**config.mk**
```make
export PLATFORM = sky130hd
export DESIGN_NAME = encoder_speed_estimator_unit
export DESIGN_NICKNAME = d
export VERILOG_FILES = /design/src/sv/ese_pkg.sv /design/src/sv/ese_divider.sv /design/src/sv/encoder_speed_estimator_unit.sv
export SDC_FILE = /design/constraint.sdc
export NUM_CORES = 2
export LEC_CHECK = 0
export BUFFER_PORTS_ARGS = -buffer_cell sky130_fd_sc_hd__buf_2
export CELL_PAD_IN_SITES_DETAIL_PLACEMENT = 1
export CELL_PAD_IN_SITES_GLOBAL_PLACEMENT = 1
export CORE_MARGIN = 2
export CORE_UTILIZATION = 40
export CTS_BUF_LIST = sky130_fd_sc_hd__clkbuf_4
export DETAILED_ROUTE_END_ITERATION = 10
export PLACE_DENSITY_LB_ADDON = 0.1
export SLEW_MARGIN = 20
export SYNTH_ARGS = -nofsm -noshare
export SYNTH_HDL_FRONTEND = slang
export SYNTH_HIERARCHICAL = 1
export SYNTH_SLANG_ARGS = --single-unit
```
**constraint.sdc**
```tcl
create_clock -name clk_i -period 11.1 [get_ports clk_i]
set_input_delay 0.555 -clock clk_i [delete_from_list [all_inputs] [get_ports clk_i]]
set_output_delay 0.555 -clock clk_i [all_outputs]
set_load 0.01 [all_outputs]
```
**src/sv/ese_pkg.sv**
```systemverilog
// Shared types and constants for the encoder speed estimator.
// No dependencies; used by ese_divider and encoder_speed_estimator_unit.
package ese_pkg;

  localparam int CHANNELS_DEF = 4;

  // Numerator: |delta| (<= 32768) times the Q8 scale, below 2^38.
  localparam int NUM_W = 38;
  // Denominator: 32-bit interval times 16-bit pulses per rev.
  localparam int DEN_W = 48;

  // 60000 / 4 * 256
  localparam logic [21:0] SCALE_Q8 = 22'd3840000;

  localparam logic [15:0] PPR_RESET = 16'd330;

  localparam logic CMD_MEASURE  = 1'b0;
  localparam logic CMD_BASELINE = 1'b1;

  localparam logic [1:0] ST_VALID     = 2'd0;
  localparam logic [1:0] ST_BAD_CHAN  = 2'd1;
  localparam logic [1:0] ST_ZERO_DT   = 2'd2;
  localparam logic [1:0] ST_BASELINE  = 2'd3;

  typedef struct packed {
    logic             start;
    logic [NUM_W-1:0] num;
    logic [DEN_W-1:0] den;
  } div_req_t;

  typedef struct packed {
    logic             busy;
    logic             done;
    logic [NUM_W-1:0] quo;
  } div_rsp_t;

endpackage

```
**src/sv/ese_divider.sv**
```systemverilog
// Radix-2 restoring divider, one quotient bit per cycle.
// Depends on ese_pkg for the request and response structs.
module ese_divider #(
  parameter int NumW = ese_pkg::NUM_W,
  parameter int DenW = ese_pkg::DEN_W
) (
  input  logic              clk_i,
  input  logic              rst_ni,
  input  ese_pkg::div_req_t req_i,
  output ese_pkg::div_rsp_t rsp_o
);

  localparam int CntW = $clog2(NumW + 1);

  logic [DenW-1:0] rem_q, rem_d;
  logic [NumW-1:0] quo_q, quo_d;
  logic [DenW-1:0] den_q, den_d;
  logic [CntW-1:0] cnt_q, cnt_d;
  logic            busy_q, busy_d;
  logic            done_q, done_d;

  logic [DenW:0]   trial;
  logic [DenW+1:0] sub;
  logic            ge;

  assign trial = {rem_q, quo_q[NumW-1]};
  assign sub   = {1'b0, trial} - {2'b00, den_q};
  assign ge    = ~sub[DenW+1];

  always_comb begin
    rem_d  = rem_q;
    quo_d  = quo_q;
    den_d  = den_q;
    cnt_d  = cnt_q;
    busy_d = busy_q;
    done_d = 1'b0;
    if (req_i.start) begin
      rem_d  = '0;
      quo_d  = req_i.num;
      den_d  = req_i.den;
      cnt_d  = CntW'(NumW);
      busy_d = 1'b1;
    end else if (busy_q) begin
      rem_d = ge ? sub[DenW-1:0] : trial[DenW-1:0];
      quo_d = {quo_q[NumW-2:0], ge};
      cnt_d = cnt_q - CntW'(1);
      if (cnt_q == CntW'(1)) begin
        busy_d = 1'b0;
        done_d = 1'b1;
      end
    end
  end

  always_ff @(posedge clk_i or negedge rst_ni) begin
    if (!rst_ni) begin
      cnt_q  <= '0;
      busy_q <= 1'b0;
      done_q <= 1'b0;
    end else begin
      cnt_q  <= cnt_d;
      busy_q <= busy_d;
      done_q <= done_d;
    end
  end

  always_ff @(posedge clk_i) begin
    rem_q <= rem_d;
    quo_q <= quo_d;
    den_q <= den_d;
  end

  assign rsp_o.busy = busy_q;
  assign rsp_o.done = done_q;
  assign rsp_o.quo  = quo_q;

  a_no_restart: assert property (@(posedge clk_i) disable iff (!rst_ni)
    req_i.start |-> !busy_q)
    else $error("divider started while busy");

  a_cnt_live: assert property (@(posedge clk_i) disable iff (!rst_ni)
    busy_q |-> cnt_q != '0)
    else $error("divider busy with no steps left");

  a_done_after_busy: assert property (@(posedge clk_i) disable iff (!rst_ni)
    $rose(busy_q) |=> !done_q)
    else $error("divider done too early");

  a_rem_bound: assert property (@(posedge clk_i) disable iff (!rst_ni)
    (busy_q && !$past(req_i.start) && den_q != '0) |-> rem_q < den_q)
    else $error("partial remainder not below divisor");

endmodule

```
**src/sv/encoder_speed_estimator_unit.sv**
```systemverilog
// Encoder speed estimator top level: channel baseline store, sequencer,
// operand multipliers and output register. Uses ese_pkg and ese_divider.
//
// Channel   Handshake              Payload
// in        in_valid_i/in_stall_o  command_i, channel_i, encoder_count_i, tick_ms_i
// out       out_valid_o/out_stall_i rpm_q8_o, status_o
// cfg       cfg_valid_i/cfg_ready_o cfg_data_i (pulses per rev)
//
// A measure with a nonzero interval reads and updates the baseline on the
// accepting edge, then forms the operands in S_MUL, runs 38 steps of the shared
// restoring divider in S_DIV, saturates the quotient into the result register
// and loads the output register from S_FIN. The next transaction is taken once
// the sequencer is back in S_IDLE. Bad channel, baseline load and zero interval
// results go from accept straight to S_FIN and then to the output register.
// Reset clears all baselines to zero and pulses per rev to 330.
// A stalled output holds the sequencer in its last state; input is stalled
// whenever an item is in flight.
module encoder_speed_estimator_unit #(
  parameter int CHANNELS = ese_pkg::CHANNELS_DEF
) (
  input  logic               clk_i,
  input  logic               rst_ni,
  input  logic               cfg_valid_i,
  output logic               cfg_ready_o,
  input  logic [15:0]        cfg_data_i,
  input  logic               in_valid_i,
  output logic               in_stall_o,
  input  logic               command_i,
  input  logic [2:0]         channel_i,
  input  logic [15:0]        encoder_count_i,
  input  logic [31:0]        tick_ms_i,
  output logic               out_valid_o,
  input  logic               out_stall_i,
  output logic signed [31:0] rpm_q8_o,
  output logic [1:0]         status_o
);

  localparam int IdxW = (CHANNELS > 1) ? $clog2(CHANNELS) : 1;
  localparam logic [3:0] ChanLimit = 4'(CHANNELS);

  localparam logic [1:0] S_IDLE = 2'd0;
  localparam logic [1:0] S_MUL  = 2'd1;
  localparam logic [1:0] S_DIV  = 2'd2;
  localparam logic [1:0] S_FIN  = 2'd3;

  localparam int NumW = ese_pkg::NUM_W;
  localparam int DenW = ese_pkg::DEN_W;

  logic [1:0]  state_q, state_d;
  logic [15:0] ppr_q;

  logic [15:0] prev_count_q [CHANNELS];
  logic [31:0] prev_tick_q  [CHANNELS];

  logic [15:0] mag_q, mag_d;
  logic        neg_q, neg_d;
  logic [31:0] dt_q, dt_d;
  logic [31:0] res_rpm_q, res_rpm_d;
  logic [1:0]  res_status_q, res_status_d;

  logic        out_valid_q, out_valid_d;
  logic [31:0] out_rpm_q;
  logic [1:0]  out_status_q;

  logic            in_acc;
  logic            bad_chan;
  logic [IdxW-1:0] idx;
  logic            store_we;
  logic [15:0]     diff16;
  logic [31:0]     dt_now;
  logic            out_load;
  logic [15:0]     ppr_eff;
  logic [31:0]     q_sat;

  ese_pkg::div_req_t div_req;
  ese_pkg::div_rsp_t div_rsp;

  assign cfg_ready_o = 1'b1;

  always_ff @(posedge clk_i or negedge rst_ni) begin
    if (!rst_ni) begin
      ppr_q <= ese_pkg::PPR_RESET;
    end else if (cfg_valid_i && cfg_ready_o) begin
      ppr_q <= cfg_data_i;
    end
  end

  assign in_stall_o = (state_q != S_IDLE);
  assign in_acc     = in_valid_i && !in_stall_o;
  assign bad_chan   = ({1'b0, channel_i} >= ChanLimit);
  assign idx        = channel_i[IdxW-1:0];
  assign store_we   = in_acc && !bad_chan;
  assign diff16     = encoder_count_i - prev_count_q[idx];
  assign dt_now     = tick_ms_i - prev_tick_q[idx];

  always_ff @(posedge clk_i or negedge rst_ni) begin
    if (!rst_ni) begin
      for (int i = 0; i < CHANNELS; i++) begin
        prev_count_q[i] <= '0;
        prev_tick_q[i]  <= '0;
      end
    end else if (store_we) begin
      prev_count_q[idx] <= encoder_count_i;
      prev_tick_q[idx]  <= tick_ms_i;
    end
  end

  assign ppr_eff = (ppr_q == 16'd0) ? 16'd1 : ppr_q;

  // Operands go straight into the divider's registers.
  always_comb begin
    div_req.start = (state_q == S_MUL);
    div_req.num   = {22'b0, mag_q} * {16'b0, ese_pkg::SCALE_Q8};
    div_req.den   = {16'b0, dt_q} * {32'b0, ppr_eff};
  end

  ese_divider #(
    .NumW (NumW),
    .DenW (DenW)
  ) u_div (
    .clk_i  (clk_i),
    .rst_ni (rst_ni),
    .req_i  (div_req),
    .rsp_o  (div_rsp)
  );

  // Saturate the magnitude: 2^31 allowed when negative, 2^31-1 otherwise.
  always_comb begin
    if (neg_q) begin
      q_sat = (div_rsp.quo > NumW'(32'h8000_0000)) ? 32'h8000_0000 : div_rsp.quo[31:0];
    end else begin
      q_sat = (div_rsp.quo > NumW'(32'h7FFF_FFFF)) ? 32'h7FFF_FFFF : div_rsp.quo[31:0];
    end
  end

  assign out_load = !out_valid_q || !out_stall_i;

  always_comb begin
    state_d      = state_q;
    mag_d        = mag_q;
    neg_d        = neg_q;
    dt_d         = dt_q;
    res_rpm_d    = res_rpm_q;
    res_status_d = res_status_q;
    unique case (state_q)
      S_IDLE: begin
        if (in_acc) begin
          res_rpm_d = '0;
          state_d   = S_FIN;
          if (bad_chan) begin
            res_status_d = ese_pkg::ST_BAD_CHAN;
          end else if (command_i == ese_pkg::CMD_BASELINE) begin
            res_status_d = ese_pkg::ST_BASELINE;
          end else if (dt_now == 32'd0) begin
            res_status_d = ese_pkg::ST_ZERO_DT;
          end else begin
            res_status_d = ese_pkg::ST_VALID;
            neg_d        = diff16[15];
            mag_d        = diff16[15] ? (16'd0 - diff16) : diff16;
            dt_d         = dt_now;
            state_d      = S_MUL;
          end
        end
      end
      S_MUL: begin
        state_d = S_DIV;
      end
      S_DIV: begin
        if (div_rsp.done) begin
          res_rpm_d = neg_q ? (32'd0 - q_sat) : q_sat;
          state_d   = S_FIN;
        end
      end
      S_FIN: begin
        if (out_load) begin
          state_d = S_IDLE;
        end
      end
      default: state_d = S_IDLE;
    endcase
  end

  always_comb begin
    out_valid_d = out_valid_q;
    if (out_valid_q && !out_stall_i) begin
      out_valid_d = 1'b0;
    end
    if (state_q == S_FIN && out_load) begin
      out_valid_d = 1'b1;
    end
  end

  always_ff @(posedge clk_i or negedge rst_ni) begin
    if (!rst_ni) begin
      state_q     <= S_IDLE;
      out_valid_q <= 1'b0;
    end else begin
      state_q     <= state_d;
      out_valid_q <= out_valid_d;
    end
  end

  always_ff @(posedge clk_i) begin
    mag_q        <= mag_d;
    neg_q        <= neg_d;
    dt_q         <= dt_d;
    res_rpm_q    <= res_rpm_d;
    res_status_q <= res_status_d;
    if (state_q == S_FIN && out_load) begin
      out_rpm_q    <= res_rpm_q;
      out_status_q <= res_status_q;
    end
  end

  assign out_valid_o = out_valid_q;
  assign rpm_q8_o    = out_rpm_q;
  assign status_o    = out_status_q;

  a_div_in_flight: assert property (@(posedge clk_i) disable iff (!rst_ni)
    (state_q == S_DIV) |-> (div_rsp.busy || div_rsp.done))
    else $error("waiting on divider that is not running");

  a_zero_on_special: assert property (@(posedge clk_i) disable iff (!rst_ni)
    (out_valid_o && status_o != ese_pkg::ST_VALID) |-> rpm_q8_o == 32'sd0)
    else $error("nonzero speed with a non-valid status");

  a_sign_match: assert property (@(posedge clk_i) disable iff (!rst_ni)
    (state_q == S_FIN && res_status_q == ese_pkg::ST_VALID && neg_q)
      |-> (res_rpm_q[31] || res_rpm_q == 32'd0))
    else $error("negative delta gave positive speed");

endmodule
```
## After elaboration in Yosys (flattened, before gate mapping)

Cells that the tools add are included.

- Add/sub/neg operators: 6
- Multiply operators: 2
- Div/mod/pow operators: 0
- $lt $le $gt $ge: 5
- Equality and inequality tests: 7
- Shift operators: 0
- Multiplexer cells: 43
- Bitwise logic cells: 5
- Reductions and logical operators: 22

Operators by type and width:

| operator | number |
|---|---|
| $mux 32 | 9 |
| $bwmux 128 | 1 |
| $mux 38 | 2 |
| $bmux 32 s2 | 1 |
| $bwmux 64 | 1 |
| $demux 32 s2 | 1 |
| $mux 16 | 4 |
| $pmux 32 s2 | 1 |
| $sub 49x48->50 | 1 |
| $mul 32x16->48 | 1 |
| $mux 48 | 1 |
| $gt 38x31->1 const B | 1 |
| $gt 38x32->1 const B | 1 |
| $bmux 16 s2 | 1 |
| $demux 16 s2 | 1 |
| $logic_not 32->1 | 1 |
| $sub 1x32->32 const A | 1 |
| $sub 32x32->32 | 1 |
| $mul 16x11->27 const B | 1 |
| $logic_not 16->1 | 1 |
| $mux 2 | 8 |
| $sub 1x16->16 const A | 1 |
| $sub 16x16->16 | 1 |
| $mux 15 | 1 |
| 22 further kinds | 47 |

- Bits in registers: 470
- Latch bits: 0
- Bits in writable memories: 0
- Memory bits (read-only): 0
- Input bits: 73
- Output and inout port bits: 37
- Word-level logic and storage cells: 117
- Memories kept: 0

## Logic depth before layout (Yosys ltp)

- Depth in word-level cells: 11
- Depth in mapped cells: 26
- Mapped depth without buffers: 24

## Hierarchy

The synthesis kept the hierarchy.

Modules (own cells, without submodules):

| module | instances | cells an instance | area each (um^2) | sequential area each (um^2) |
|---|---|---|---|---|
| encoder_speed_estimator_unit | 1 | 3546 | 36324.8 | 8798.4 |
| ese_divider | 1 | 874 | 8326.7 | 3743.6 |

## Least setup slack after synthesis

OpenSTA, ideal clock, no wires.

- Kind: register to register
- Start point: register ppr_q[8]
- End point: register u_div.den_q[44] (data pin)
- Arrival: 6632 ps
- Required time: 10840 ps
- Path slack: 4208 ps
- Stages on the path, launching flop included: 23
- Clock period less this slack: 6892 ps
- Path through: dfstp_2 > clkbuf_1 > clkbuf_1 > nand2_1 > fa_1 > inv_1 > fa_1 > fa_1 > fa_1 > fa_1 > inv_1 > fa_1 > inv_1 > ha_1 > and4_1 > nand4_1 > a211o_1 > a211o_1 > a211oi_1 > a31oi_1 > nor4_1 > mux2i_1 > nand2_1

RTL lines:

| item | line | RTL |
|---|---|---|
| from (decl) | encoder_speed_estimator_unit.sv:50 | `logic [15:0] ppr_q;` |
| from (signal assigned) | encoder_speed_estimator_unit.sv:82 | `ppr_q <= ese_pkg::PPR_RESET;` |
| from (signal assigned) | encoder_speed_estimator_unit.sv:84 | `ppr_q <= cfg_data_i;` |
| to (signal assigned) | ese_divider.sv:69 | `den_q <= den_d;` |
| to (decl) | ese_divider.sv:17 | `logic [DenW-1:0] den_q, den_d;` |

==> results.md <==
* # nets final at 5468
* H-tree depth at 4
* Detailed-route via count at 32300
* CTS root buffer: clkbuf_4
* Dpl cell area at 46700 sq um
* Initial antenna violation count at 5
* Hold WS at 0.259 ns
* Clock transition at path regs at 0.06 ns
* Max Used Layer: met5
* Clock sink total at 470
* Period utilisation layout at 70.7%
* Initial drt markers at 1490
* Slowest cell on crit path: dfstp_2
* Final hold viol count at 0
* First-pass GRT wire length at 198000 um
* Setup TNS at 0 ns
* Fin. max-slew vios at 0
* Initial Util at 40.3%
* Max_slew headroom at 34.2%
* Share of cells above drive strength 1 at 15.5%
* Post-Syn Area per Cell at 10.1 sq um
* Crit path kind: flop to flop
* WP data arrival at 8.54 ns
* DP HPWL at 91400 um
* Crit-path cells: nand2_1 > fa_1 > fa_1 > fa_1 > inv_1 > fa_1 > fa_1 > inv_1 > fa_1 > inv_1 > ha_1 > and4_1 > nand4_1 > a211o_1 > a211o_1 > a211oi_1 > a31oi_1 > nor4_1 > mux2i_1 > nand2_1
* Status: complete, no violations
* Yosys Warn Count at 6
* Setup slack after layout at 3.25 ns
* Synth Cell Area at 44600 sq um
* Top-level I/O count at 110
* Post-DRT Antenna Nets at 0
* Total GRT Usage at 22.2%
* WL met1 at 58200 um
* Fmax at 127 MHz
* Clk buf depth at 3
* Wire per inst at 19.8 um
* MaxCap Viol Count at 0
* Total wire length at 123000 um
* Total gr overflow at 0
* Min cycle time layout at 7.85 ns
* Row cnt at 122
* Area of the core at 111000 sq um
* Number of global-route vias before repair at 35300
* Most common cell on crit path: fa_1
* RSZ-0062 raised after global routing: no
* Crit-path max cell delay at 1.04 ns
* Placer congestion estimate at 0.826
* Die Footprint at 114000 sq um
* CTS tree: yes
* Setup crit start kind: flop
* Syn Inst Count at 4419
* Die Y at 338 um
* Met2 Routed Length at 58300 um
* Required time of the worst setup path at 11.80 ns
* Crit. Startpoint: ppr_q[1]$_DFFE_PN1P_
* Clk_skew at 0.0970 ns
* # port buffers at 108
* Setup-failing EPs final at 0
* Residual DRC at 0
* R2r worst-path depth at 20
* Worst skew pair latency at 1.06 ns
* Post-Layout Inst Area at 49500 sq um
* Fillers at 12400
* Met3 wire length at 4290 um
* Via density at 5.19
* Die Width at 338 um
* Num CTS Buffers at 141
* Min-delay src: in_valid_i
* Hold Path Class: primary input to flop
* Worst Setup End Kind: flop
* Largest net degree at the start of global routing at 79
* Dpl ws at 3.27 ns
* Hold path depth at 3
* Area grow syn2layout at 10.8%
* Worst r2r src: ppr_q[1]$_DFFE_PN1P_
* Crit path max fanout at 34
* Post-CTS Resized at 0
* Worst-margin pin slew at 0.985 ns
* TritonRoute pass-1 iters at 5
## worst max-delay path, delay by kind of cell (launching register included)
kind,cells,cell delay [ns]
fa+ha+maj,7,3.64
compound gates,4,1.42
simple gates,5,1.05
flops,1,1.04
mux,1,0.23
buf+inv,3,0.16
## area by class of cell
cell class                 count  area (sq um)  area share, %
sequential                   470         12500           25.4
clock inverter                53           305          0.617
tap                         1488          1860           3.76
antenna                        1          2.50        0.00506
inverter                     656          2460           4.98
timing repair buffer         241          1790           3.62
clock buffer                 208          1560           3.16
multi-input combinational   3103         28900           58.5
## state kept, by name (all words and copies together), names as in the netlist, 2 cells and up
signal        cells
ppr_q            16
mag_q            16
rpm_q8_o         32
prev_count_q     64
u_div/quo_q      38
state_q           2
prev_tick_q     128
u_div/den_q      48
res_status_q      2
dt_q             32
u_div/rem_q      48
u_div/cnt_q       6
status_o          2
res_rpm_q        32
## per-layer routing
layer | vias to the layer above | global-route usage (%)
met4 | 6 | 5.60
met3 | 150 | 3.24
met1 | 16400 | 30.8
li1 | 15200 | -
met5 | - | 0
met2 | 515 | 36.6
## path summary, 6_finish.rpt
kind                                                 endpoint  slack (ns)
worst min register to register         rpm_q8_o[14]$_DFFE_PP_        0.39
worst min-delay path            res_status_q[1]$_SDFFCE_PP0P_        0.26
min in group asynchronous        prev_count_q[53]$_DFFE_PN0P_        0.52
worst max register to register      u_div/den_q[44]$_DFFE_PP_        3.25
max in group asynchronous              u_div/busy_q$_DFF_PN0_        9.30
worst max-delay path                u_div/den_q[44]$_DFFE_PP_        3.25
## through the flow
stage	util, %	instances
after detailed placement	42.2	5871
after global routing	44.7	6220
after CTS	44.7	6219
after floorplan	-	4429
final	44.7	6220
after global placement	42.2	5871
## repair_timing
item	in CTS	in global routing
buffers inserted	0	0
endpoints found under the hold margin	289	0
hold buffers	87	0
## cells in the final DEF, fill, tap and decap left out, types with 54 or more instances in the layout
cell / instances
o21ai_0: 125
a21oi_1: 172
xor2_1: 60
fa_1: 482
mux2_2: 241
edfxtp_1: 203
ha_1: 299
nor2_1: 181
xnor2_1: 101
clkbuf_4: 208
nand2_1: 515
nor3_1: 54
buf_2: 106
and2_1: 217
dlygate4sd3_1: 86
a21o_1: 77
dfrtp_1: 213
inv_1: 654
Power is left out: the tool's default activity adds up to more than one toggle a clock period on the data nets, which glitch-free logic cannot reach.
